$ cat config.mk
export PLATFORM = sky130hd
export DESIGN_NAME = extended_arithmetic_element
export DESIGN_NICKNAME = d
export VERILOG_FILES = /design/src/hw/rtl/eae_pkg.sv /design/src/hw/rtl/extended_arithmetic_element.sv
export SDC_FILE = /design/constraint.sdc
export NUM_CORES = 1
export LEC_CHECK = 0
export BUFFER_PORTS_ARGS = -buffer_cell sky130_fd_sc_hd__buf_2
export CAP_MARGIN = 0
export CORE_MARGIN = 5
export CORE_UTILIZATION = 40
export DETAILED_ROUTE_END_ITERATION = 8
export PLACE_DENSITY = 0.55
export SLEW_MARGIN = 30
export SYNTH_ARGS = -nofsm -noshare
export SYNTH_HDL_FRONTEND = slang
export SYNTH_SLANG_ARGS = --single-unit
$ cat constraint.sdc
create_clock -name clk -period 12.6 [get_ports clk]
set_input_delay 1.89 -clock clk [delete_from_list [all_inputs] [get_ports clk]]
set_output_delay 1.89 -clock clk [all_outputs]
set_load 0.005 [all_outputs]
$ cat src/hw/rtl/eae_pkg.sv
// Types and constants for the extended arithmetic element.
package eae_pkg;

  typedef struct packed {
    logic [11:0] func;
    logic [12:0] link_ac;
    logic [11:0] mem_operand;
    logic [23:0] long_operand;
  } eae_in_t;

  typedef struct packed {
    logic [12:0] link_ac_out;
    logic        skip;
    logic [23:0] store_long;
    logic        store_enable;
  } eae_out_t;

  typedef enum logic [2:0] {
    ST_IDLE,
    ST_MUL,
    ST_DIV,
    ST_NORM,
    ST_SHIFT,
    ST_DONE
  } eae_state_t;

  typedef enum logic [1:0] {
    SH_LEFT,
    SH_ARITH,
    SH_LOGIC
  } shift_kind_t;

  localparam logic [11:0] SWAB_MASK = 12'o7577;
  localparam logic [11:0] SWAB_CODE = 12'o7431;

  // Opcode bits 5,3,2,1 packed as a 5-bit select (bit 4 = opcode bit 5).
  localparam logic [4:0] OP_NOP  = 5'o00;
  localparam logic [4:0] OP_SCL  = 5'o01;
  localparam logic [4:0] OP_MUY  = 5'o02;
  localparam logic [4:0] OP_DVI  = 5'o03;
  localparam logic [4:0] OP_NMI  = 5'o04;
  localparam logic [4:0] OP_SHL  = 5'o05;
  localparam logic [4:0] OP_ASR  = 5'o06;
  localparam logic [4:0] OP_LSR  = 5'o07;
  localparam logic [4:0] OP_SCA  = 5'o20;
  localparam logic [4:0] OP_DAD  = 5'o21;
  localparam logic [4:0] OP_DST  = 5'o22;
  localparam logic [4:0] OP_SWBA = 5'o23;
  localparam logic [4:0] OP_DPSZ = 5'o24;
  localparam logic [4:0] OP_DPIC = 5'o25;
  localparam logic [4:0] OP_DCM  = 5'o26;
  localparam logic [4:0] OP_SAM  = 5'o27;

endpackage

$ cat src/hw/rtl/extended_arithmetic_element.sv
// Extended arithmetic element top level: sequencer, shared shift/add unit, MQ state.
// One instruction per input beat; in_ready is high only while idle and no result is
// held. Simple instructions pass through a load step and a present step to their result
// beat. Multiply takes 12 shift-add steps, divide 12 restoring subtract steps (a divide
// overflow takes none), normalize up to 24 one-bit shifts, and shifts up to 32 one-bit
// steps, each with a load step before them and finish and present steps after them;
// the iterated steps are one-bit steps of the shared 25-bit shift/add datapath. The
// result beat is held in an output register until taken, and the next input beat is
// accepted at the earliest in the cycle after it leaves. Opcodes are the octal 7xxx
// group three encoding; MQ, the greater-than flag, mode A/B and the step counter
// persist across beats.
module extended_arithmetic_element (
  input  logic              clk,
  input  logic              rst,
  input  logic              in_valid,
  output logic              in_ready,
  input  eae_pkg::eae_in_t  in_data,
  output logic              out_valid,
  input  logic              out_ready,
  output eae_pkg::eae_out_t out_data
);
  import eae_pkg::*;

  eae_state_t  state, state_next;

  // architectural state
  logic [11:0] mq;
  logic        gtf;
  logic        mode_b;
  logic [4:0]  sc;

  // working registers of the iterative unit
  logic [24:0] acc;        // link:AC:MQ for shifts; AC:MQ for mul/div
  logic [11:0] opnd;       // multiplicand or divisor
  logic [5:0]  cnt;        // remaining steps
  logic [4:0]  nsteps;     // normalize count
  shift_kind_t kind;
  logic        track;
  logic [12:0] link_hi;    // carried link/AC for divide overflow
  logic        sc_zero_end; // shift ends with sc = 0 (mode A) or 037 (mode B)

  eae_out_t    res;
  logic        res_valid;
  logic        accept;

  // ---- decode of the incoming beat (CLA/MQ stage) ----
  logic [11:0] op;
  logic [12:0] la0, la1, la2;
  logic [11:0] mq1;
  logic [4:0]  sel;
  logic        swab;
  logic [11:0] ac1, ac2;
  shift_kind_t sh_kind;
  logic [24:0] sh_acc;
  logic [24:0] dad_sum, dpic_sum, dcm_sum;

  always_comb begin
    op   = in_data.func;
    la0  = in_data.link_ac;
    if (op[7]) la0[11:0] = '0;
    swab = (op & SWAB_MASK) == SWAB_CODE;
    la1  = la0;
    mq1  = mq;
    if (!swab) begin
      case ({op[6], op[4]})
        2'b01: begin mq1 = la0[11:0]; la1[11:0] = '0; end
        2'b10: la1[11:0] = la0[11:0] | mq;
        2'b11: begin mq1 = la0[11:0]; la1[11:0] = mq; end
        default: ;
      endcase
    end
    sel = {op[5], 1'b0, op[3], op[2], op[1]};
    ac1 = la1[11:0];
    // mode A: the SCA bit ORs the step count into AC, except for the SWBA code
    la2 = la1;
    if (!swab && !mode_b && sel[4] && sel != OP_SWBA) la2 = la1 | {8'b0, sc};
    ac2 = la2[11:0];
    case (sel[2:0])
      OP_SHL[2:0]: begin sh_kind = SH_LEFT;  sh_acc = {la2, mq1}; end
      OP_ASR[2:0]: begin sh_kind = SH_ARITH; sh_acc = {ac2[11], ac2, mq1}; end
      default:     begin sh_kind = SH_LOGIC; sh_acc = {1'b0, ac2, mq1}; end
    endcase
    dad_sum  = {1'b0, in_data.long_operand} + {1'b0, ac1, mq1};
    dpic_sum = {1'b0, mq1, ac1} + 25'd1;
    dcm_sum  = {1'b0, ~{mq1, ac1}} + 25'd1;
  end

  // ---- values loaded when a beat is accepted ----
  eae_state_t  ld_state;
  eae_out_t    ld_res;
  logic [11:0] ld_mq;
  logic [4:0]  ld_sc;
  logic        ld_gtf;
  logic        ld_mode_b;
  logic        ld_track;
  logic        ld_sc_zero_end;
  shift_kind_t ld_kind;
  logic [24:0] ld_acc;
  logic [5:0]  ld_cnt;

  always_comb begin
    ld_state           = ST_DONE;
    ld_res             = '0;
    ld_res.link_ac_out = la2;
    ld_mq              = mq1;
    ld_sc              = sc;
    ld_gtf             = gtf;
    ld_mode_b          = mode_b;
    ld_track           = 1'b0;
    ld_sc_zero_end     = 1'b0;
    ld_kind            = SH_LEFT;
    ld_acc             = {1'b0, ac2, mq1};
    ld_cnt             = 6'd12;
    if (swab) begin
      ld_mode_b = 1'b1;
    end else if (!mode_b) begin
      case (sel[2:0])
        OP_SCL[2:0]: begin
          ld_sc = ~in_data.mem_operand[4:0];
          ld_res.skip = 1'b1;
        end
        OP_MUY[2:0]: ld_state = ST_MUL;
        OP_DVI[2:0]: if (sel == OP_DVI) ld_state = ST_DIV;
        OP_NMI[2:0]: begin
          ld_acc = {la2, mq1}; ld_cnt = 6'd24; ld_state = ST_NORM;
        end
        OP_SHL[2:0], OP_ASR[2:0], OP_LSR[2:0]: begin
          ld_kind = sh_kind;
          ld_acc = sh_acc;
          ld_cnt = {1'b0, in_data.mem_operand[4:0]} + 6'd1;
          ld_sc_zero_end = 1'b1;
          ld_state = ST_SHIFT;
        end
        default: ;
      endcase
    end else begin
      case (sel)
        OP_SCL: begin ld_sc = ac1[4:0]; ld_res.link_ac_out = {la1[12], 12'b0}; end
        OP_MUY: ld_state = ST_MUL;
        OP_DVI: ld_state = ST_DIV;
        OP_NMI: begin ld_acc = {la1, mq1}; ld_cnt = 6'd24; ld_state = ST_NORM; end
        OP_SHL, OP_ASR, OP_LSR: begin
          ld_kind = sh_kind;
          ld_track = sel != OP_SHL;
          ld_acc = sh_acc;
          ld_cnt = {1'b0, in_data.mem_operand[4:0]};
          ld_state = ST_SHIFT;
        end
        OP_SCA: ld_res.link_ac_out = la1 | {8'b0, sc};
        OP_DAD: begin
          ld_mq = dad_sum[11:0];
          ld_res.link_ac_out = dad_sum[24:12];
          ld_res.skip = 1'b1;
        end
        OP_DST: begin
          ld_res.store_long = {ac1, mq1};
          ld_res.store_enable = 1'b1;
          ld_res.skip = 1'b1;
        end
        OP_SWBA: begin ld_gtf = 1'b0; ld_mode_b = 1'b0; end
        OP_DPSZ: if (ac1 == 12'd0 && mq1 == 12'd0) ld_res.skip = 1'b1;
        OP_DPIC: begin
          ld_mq = dpic_sum[11:0];
          ld_res.link_ac_out = dpic_sum[24:12];
        end
        OP_DCM: begin
          ld_mq = dcm_sum[11:0];
          ld_res.link_ac_out = dcm_sum[24:12];
        end
        OP_SAM: begin
          if (mq1[11] != ac1[11]) ld_gtf = ac1[11];
          else ld_gtf = mq1 >= ac1;
          ld_res.link_ac_out = ({1'b0, mq1} - {1'b0, ac1}) ^ 13'o10000;
        end
        default: ;
      endcase
    end
  end

  // ---- one-bit step of the shared unit ----
  logic [24:0] step_acc;
  logic        step_gtf;
  logic [12:0] mul_sum;
  logic [24:0] dvd25;
  logic        div_ovf;
  logic        norm_stop;

  // acc = {carry, AC, MQ}; add multiplicand to AC when MQ lsb set, then shift right
  assign mul_sum = {1'b0, acc[23:12]} + {1'b0, opnd};
  // divide overflow is checked once, before the first restoring step
  assign div_ovf = (cnt == 6'd12) && (acc[23:12] >= opnd);
  assign norm_stop = cnt == 6'd0 || acc[23:0] == 24'o60000000 ||
                     acc[23:22] == 2'b10 || acc[23:22] == 2'b01 || acc[23:0] == 24'd0;

  always_comb begin
    dvd25    = {acc[23:0], 1'b0};
    step_acc = acc;
    step_gtf = gtf;
    case (state)
      ST_MUL: step_acc = acc[0] ? {1'b0, mul_sum, acc[11:1]} : {1'b0, acc[24:1]};
      ST_DIV: begin
        // restoring: shift AC:MQ left, trial subtract divisor, quotient bit into MQ
        if (dvd25[24:12] >= {1'b0, opnd})
          step_acc = {dvd25[24:12] - {1'b0, opnd}, dvd25[11:1], 1'b1};
        else
          step_acc = {1'b0, dvd25[23:1], 1'b0};
      end
      ST_NORM: step_acc = {acc[23:0], 1'b0};
      ST_SHIFT: begin
        if (track) step_gtf = acc[0];
        case (kind)
          SH_LEFT:  step_acc = {acc[23:0], 1'b0};
          SH_ARITH: step_acc = {acc[24], acc[24:1]};
          default:  step_acc = {1'b0, acc[24:1]};
        endcase
      end
      default: ;
    endcase
  end

  // ---- sequencer ----
  always_comb begin
    state_next = state;
    case (state)
      ST_IDLE:  if (accept) state_next = ld_state;
      ST_MUL, ST_SHIFT: if (cnt == 6'd0) state_next = ST_DONE;
      ST_DIV:   if (cnt == 6'd0 || div_ovf) state_next = ST_DONE;
      ST_NORM:  if (norm_stop) state_next = ST_DONE;
      ST_DONE:  state_next = ST_IDLE;
      default:  state_next = ST_IDLE;
    endcase
  end

  assign in_ready  = (state == ST_IDLE) && !res_valid;
  assign accept    = in_valid && in_ready;
  assign out_valid = res_valid;
  assign out_data  = res;

  always_ff @(posedge clk) begin
    if (rst) state <= ST_IDLE;
    else     state <= state_next;
  end

  always_ff @(posedge clk) begin
    if (rst) begin
      mq <= '0; gtf <= 1'b0; mode_b <= 1'b0; sc <= '0;
      res_valid <= 1'b0; cnt <= '0;
    end else begin
      if (state == ST_DONE) res_valid <= 1'b1;
      else if (out_ready)   res_valid <= 1'b0;
      case (state)
        ST_IDLE: begin
          if (accept) begin
            res         <= ld_res;
            mq          <= ld_mq;
            sc          <= ld_sc;
            gtf         <= ld_gtf;
            mode_b      <= ld_mode_b;
            acc         <= ld_acc;
            cnt         <= ld_cnt;
            nsteps      <= '0;
            opnd        <= in_data.mem_operand;
            link_hi     <= la2;
            kind        <= ld_kind;
            track       <= ld_track;
            sc_zero_end <= ld_sc_zero_end;
          end
        end
        ST_MUL: begin
          if (cnt == 6'd0) begin
            mq <= acc[11:0];
            res.link_ac_out <= {1'b0, acc[23:12]};
            res.skip <= 1'b1;
          end else begin
            acc <= step_acc;
            cnt <= cnt - 6'd1;
          end
        end
        ST_DIV: begin
          if (div_ovf) begin
            res.skip <= 1'b1;
            if (acc[23:0] == {opnd, 12'd0}) begin
              mq <= 12'd1;
              res.link_ac_out <= {1'b1, opnd};
            end else begin
              mq <= {acc[10:0], 1'b1};
              res.link_ac_out <= {1'b1, link_hi[11:0]};
            end
          end else if (cnt == 6'd0) begin
            mq <= acc[11:0];
            res.link_ac_out <= {1'b0, acc[23:12]};
            res.skip <= 1'b1;
          end else begin
            acc <= step_acc;
            cnt <= cnt - 6'd1;
          end
        end
        ST_NORM: begin
          if (norm_stop) begin
            sc <= nsteps;
            if (mode_b && acc[23:0] == 24'o40000000) begin
              mq <= '0;
              res.link_ac_out <= {acc[24], 12'd0};
            end else begin
              mq <= acc[11:0];
              res.link_ac_out <= acc[24:12];
            end
          end else begin
            acc <= step_acc;
            nsteps <= nsteps + 5'd1;
            cnt <= cnt - 6'd1;
          end
        end
        ST_SHIFT: begin
          if (cnt == 6'd0) begin
            mq <= acc[11:0];
            res.link_ac_out <= acc[24:12];
            res.skip <= 1'b1;
            sc <= sc_zero_end ? 5'd0 : 5'o37;
          end else begin
            acc <= step_acc;
            gtf <= step_gtf;
            cnt <= cnt - 6'd1;
          end
        end
        default: ;
      endcase
    end
  end

  // result never presented while a new beat can be taken
  assert property (@(posedge clk) disable iff (rst) out_valid |-> !in_ready)
    else $error("result overlaps input");
  // a finished instruction always raises out_valid next cycle
  assert property (@(posedge clk) disable iff (rst) state == ST_DONE |=> out_valid)
    else $error("result lost");
  // step counter of busy loops never exceeds the longest shift
  assert property (@(posedge clk) disable iff (rst) state == ST_SHIFT |-> cnt <= 6'd32)
    else $error("shift count overrun");
  // store only for a double store beat, which always skips
  assert property (@(posedge clk) disable iff (rst)
    out_valid && out_data.store_enable |-> out_data.skip)
    else $error("store without skip");

endmodule

Yosys cells after proc, flatten, opt, wreduce, memory -nomap -nowiden
Index checks and enable logic that the tools add are counted.

$add $sub $neg: 9. Bitwise gates (word level): 8. Eq/ne operators: 49. Reduce and logical (&&, ||, !) cells: 46. Muxes and demuxes: 89. $lt $le $gt $ge: 2.

Operators by type and width (count): $mux 25 (9); $pmux 25 s2 (4); $mux 12 (14); $pmux 25 s4 (1); $mux 39 (2); $pmux 13 s6 (1); $pmux 25 s3 (1); $pmux 12 s3 (2); $pmux 13 s5 (1); $add 24x1->25 const B (2); $mux 5 (10); $eq 24x24->1 const B (2); $pmux 12 s4 (1); $mux 14 (3); $mux 13 (3); $mux 6 (6); $pmux 3 s4 (3); $eq 4x4->1 const B (8); $add 24x24->25 (1); $eq 24x24->1 (1); $logic_not 12->1 (2); $logic_not 24->1 (1); $mux 24 (1); $not 24->24 (1); other kinds (53) (123).

Register bits after elaboration: 124. Word-level logic and storage cells: 219. Bits of input ports: 65. Output and inout port bits: 41.

Depth between registers and ports, before layout
Depth after elaboration: 12. Depth in mapped cells: 18. Mapped depth without buffers: 16.

Worst setup path after synthesis
OpenSTA, ideal clock, no wires.

Path kind: input to register. Start point: input port in_data[54] (netlist name). End point: register res (netlist bit out_data[36]) (data pin). Arrival time: 5.775 ns. Path buffers: 2. Data required time: 12.334 ns. Setup time: 0.266 ns. Slack: 6.560 ns. Stages on the path: 18. Path through: or3b_4 -> o31a_1 -> buf_6 -> buf_6 -> mux2i_4 -> ha_1 -> inv_1 -> fa_1 -> nand3b_1 -> a21oi_1 -> o211a_1 -> o41ai_1 -> o31a_1 -> o31ai_1 -> a31oi_1 -> xnor2_1 -> a221oi_1 -> o21ai_1.

Longest elaborated chain between the ends: 11. Elaborated cells on any way between the ends: 26. Classes of those cells: add/sub (4); eq/ne (8); mux (8); bitwise (2); reduce/logical (4).

Ends and longest elaborated chain: start, declared (line extended_arithmetic_element.sv:17) `input eae_pkg::eae_in_t in_data,`; parallel branches: the longest is 8 deep, another holds $add 24x1->25; $mux 39 * (line extended_arithmetic_element.sv:114) `if (swab) begin`; $mux 39 * (line extended_arithmetic_element.sv:253) `if (accept) begin`; $pmux 13 s5 * (line extended_arithmetic_element.sv:251) `case (state)`; end signal, assigned (line extended_arithmetic_element.sv:254) `res <= ld_res;`; end, declared (line extended_arithmetic_element.sv:42) `eae_out_t res;`.

Every way passes the cells marked *. The select of a mux whose other input is x is not followed. A chain may end at the register's enable or synchronous reset.

Final worst setup path
Ends and elaborated chain as after synthesis.

==> results.txt <==
----------------------------------------------------
[Power and ir drop]
  Maximum VDD drop ... 0.113 mV
  Total power of the final layout ... 3.06 mW
  Leakage power figure ... 5.33 nW
  Total power divided by cell area ... 225 nW/um^2

[Finish]
  Syn-to-layout area delta ... 13.0%
  Most frequent cells in the layout ... sky130_fd_sc_hd__nor2_1, sky130_fd_sc_hd__nand2_1, sky130_fd_sc_hd__a21oi_1, sky130_fd_sc_hd__buf_2, sky130_fd_sc_hd__edfxtp_1
  # diodes ... 0
  Leading cell type in the layout, fill and taps excluded ... sky130_fd_sc_hd__nor2_1
  Fill cell total of the finished layout ... slightly above 3000
  Fraction of final layout cells with drive strength greater than 1 ... 13.6%
  Final cell count without fillers ... 1957
  Count of nets after finishing ... 1703
  Cell area after layout ... 13600 sq um
  Utilization after layout ... 45.7%

[Placed design]
  Setup Slack @ Placement ... 5.45 ns
  Number of placed instances with taps included ... between 1500 and 2000
  Final GP Congestion ... between 0.9 and 1
  Placed cell area ... 12900 sq um
  Number of buffer cells added on primary ports ... 105
  HPWL reported at the end of detailed placement ... approximately 38000 um

[Logic synthesis]
  Number of enable-type register cells in the synthesized netlist ... 96
  Synthesized netlist cell count ... 1487
  Predominant post-synthesis flop cell ... sky130_fd_sc_hd__edfxtp_1
  Seq/Total Area, Yosys ... 28.7%
  YS warnings ... 0
  Synthesized area ... 12000 sq um
  Proportion of register bits with asynchronous set or reset after synthesis ... 0%
  Yosys cell types ... 90
  Average size of a mapped cell ... 8.07 sq um
  Number of synthesized register bits ... ~120
  Number of nets produced by synthesis ... 1636

[Drt]
  Detailed Route Iter0 Violations ... 1478
  Via total after detailed routing ... 12600
  Remaining design rule violation count ... 0
  WL/cell ... 25.8 um
  Total wire length after detailed routing ... 50400 um
  Drt pass-1 iters ... 7
  Via-to-Cell Ratio ... ~6.4
  Antenna violation net count after detailed routing ... 0

[Flow run]
  Reported max-cap violation count ... 0

[Global route]
  Global routing usage on met2 ... around 46%
  Global route overflow ... 0
  Most crowded layer after global routing ... met2
  Pin count of the biggest net entering global routing ... 38
  Global routing usage summed across all routing layers ... 29.3%
  Number of global-route vias before repair ... around 12000
  Met3 track demand over resource ... 4.58%
  Antenna violations before repair ... 1
  Wire length of the first global-routing pass ... 75400 um
  GR Util met1 ... about 40%

[Critical path]
  Most common cell on crit path ... sky130_fd_sc_hd__o31a_1
  Critical path class ... in2reg
  Arrival time at the worst endpoint ... roughly 7.0 ns
  Req. time, crit path ... between 10 and 15 ns
  Critical-path maximum fanout ... 21
  Max stage delay cell, worst path ... sky130_fd_sc_hd__o31a_1
  Crit path buffers/inverters ... 2
  CP endpoint kind ... flip-flop
  Worst reg-to-reg setup slack ... 8.28 ns
  Cell type group with the largest total delay on the critical path ... compound AO/OA/AOI/OAI gates
  Critical Path Start Type ... primary input
  Capturing point of the worst reg2reg path ... out_data[36]$_DFFE_PP_
  Crit-path max cell delay ... 0.75 ns
  Reg2reg path depth ... 15
  Worst flop-to-flop path startpoint ... mq[0]$_SDFFE_PP0P_
  Cells along the critical path ... buf_2 -> or3b_4 -> o31a_1 -> mux2i_4 -> ha_1 -> inv_1 -> fa_1 -> nand3b_1 -> a21oi_1 -> o211a_1 -> o41ai_1 -> o31a_1 -> o31ai_1 -> a31oi_1 -> xnor2_1 -> a221oi_1 -> o21ai_1

[Timing]
  Relative slew slack ... 30.4%
  Post-Route Setup TNS ... 0 ns
  Setup violations, final ... 0
  Actual slew at the worst max-slew pin ... 1.04 ns
  Post-route clock skew ... 0.0117 ns
  Setup repair after global routing missed its margin ... false
  Post-route fraction of the period consumed by the critical path ... 53.9%
  Worst slack on hold paths ... 0.486 ns
  Number of slew-limit violations in the final report ... 0
  Final-report hold violation count ... 0
  Fmax ... between 100 and 150 MHz
  Clock period minus worst slack ... 6.80 ns
  Least setup slack across all paths after layout ... 5.80 ns

[Floorplanning]
  Io pins ... 106
  Core Rows ... 63
  Area of the die ... 33500 sq um
  Core area ... 29600 sq um
  Die Ht ... 183 um
  Initial Utilization ... 40.5%
  Die outline width ... between 150 and 200 um

[Worst hold path]
  Hold Crit Endpoint ... out_valid$_SDFFE_PP0P_
  HP Class ... reg2reg
  Hold path startpoint ... out_valid$_SDFFE_PP0P_
  WHS Path Cells ... 2

[Clocking]
  Clock Tree Buf Depth ... 2
  Buffers inserted during post-CTS setup optimization ... 0
  Count of clock tree sinks ... 124
  PostCTS Resize Cnt ... 0
  H-Tree Depth ... 4
  Worst skew pair latency ... between 0.4 and 0.5 ns
  Root Driver ... sky130_fd_sc_hd__clkbuf_16
  Clock transition at the registers of the reported paths ... 0.06 ns
  Clock tree from TritonCTS ... yes
  Num CTS Buffers ... 17
  CTS hold repair buffers ... 0

[Outcome]
  Result of the run ... finished, final reports clean

----------------------------------------------------
[tightest hold or removal path, stage by stage (launching register included)]
cell and delay (ns):
sky130_fd_sc_hd__dfxtp_1 0.32, sky130_fd_sc_hd__nand2b_1 0.07, sky130_fd_sc_hd__a21oi_1 0.05
[logic make-up (layout without fill, tap and decap cells)]
| group | after synthesis | in the layout | share of synthesized area (%) |
|---|---|---|---|
| simple gates | 519 | 519 | 20.7 |
| buf+inv | 156 | 236 | 5.12 |
| fa+ha+maj | 84 | 84 | 8.95 |
| flops | 124 | 124 | 28.7 |
| mux | 23 | 23 | 2.19 |
| xor+xnor | 70 | 70 | 5.11 |
| compound gates | 511 | 511 | 29.2 |
[Yosys cell counts (all sizes together) (6+ instances only)]
library cell  instances  area share (%)
o32ai                 7            0.57
nor2b                24             1.3
o221ai               15             1.1
dfxtp                28             4.7
o211ai               16             1.0
inv                  63             2.0
buf                  13            0.65
a21oi               108             4.5
nand3                28             1.3
a211o                 6            0.44
clkbuf               75             2.3
nor4                 15            0.99
o31ai                 9            0.56
nor2                173             5.5
a2111oi               6            0.45
a32oi                 8            0.58
nand2b               18            0.94
a221o                 6            0.50
xor2                 19             1.4
nor3                 42             1.8
a22o                  7            0.51
o21ai                99             4.2
a21o                 35             2.2
a211oi               14            0.88
nor3b                 6            0.38
o22ai                19            0.99
o21bai                9            0.56
o21a                 12            0.75
and3                 13            0.68
a222oi               17             1.4
nand4                19             1.2
xnor2                51             3.7
a22oi                 9            0.61
a31oi                38             2.0
ha                   81             8.4
a221oi               30             2.2
mux2i                20             1.9
edfxtp               96              24
nand2               143             4.5
and2                 12            0.63
or3                   7            0.37
[worst max path at each step]
stage	from	end	slack, ns	depth (start not counted)
global placement	in_data[54]	out_data[36]$_DFFE_PP_	5.55	17
detailed placement	in_data[54]	out_data[36]$_DFFE_PP_	5.45	17
CTS	in_data[54]	out_data[36]$_DFFE_PP_	5.91	17
floorplan	in_data[54]	out_data[36]$_DFFE_PP_	6.56	18
finish	in_data[54]	out_data[36]$_DFFE_PP_	5.80	17
global route	in_data[54]	out_data[36]$_DFFE_PP_	5.50	17
[final cells by class]
cell class              count  area, sq um  area share [%]
well taps                 390          488            3.60
flip-flops and latches    124         3440            25.4
inverters                  68          255            1.88
multi-input cells        1207         7990            58.9
clock buffers              17          425            3.14
clock inverters            15          198            1.46
repair buffers            136          758            5.59
[per-layer routing]
metal | vias to the layer above | share of wire [%]
met5 | - | 0
met4 | 0 | 4.7
met3 | 126 | 8.1
met2 | 722 | 45
met1 | 5976 | 42
li1 | 5766 | -
[power by group]
| group | internal (mW) | switching [mW] | leakage (nW) |
|---|---|---|---|
| logic | 0.629 | 1.08 | 3.90 |
| registers | 0.618 | 0.194 | 1.14 |
| clock network | 0.331 | 0.207 | 0.289 |
[flip-flops by register name, summed over array words and instances, names as in the netlist]
signal	cells
link_hi	12
cnt	6
sc_zero_end	1
sc	5
acc	25
state	3
mq	12
nsteps	5
out_data	39
opnd	12
mode_b	1
out_valid	1
kind	2
No activity file was read; power rests on OpenSTA's default activity.
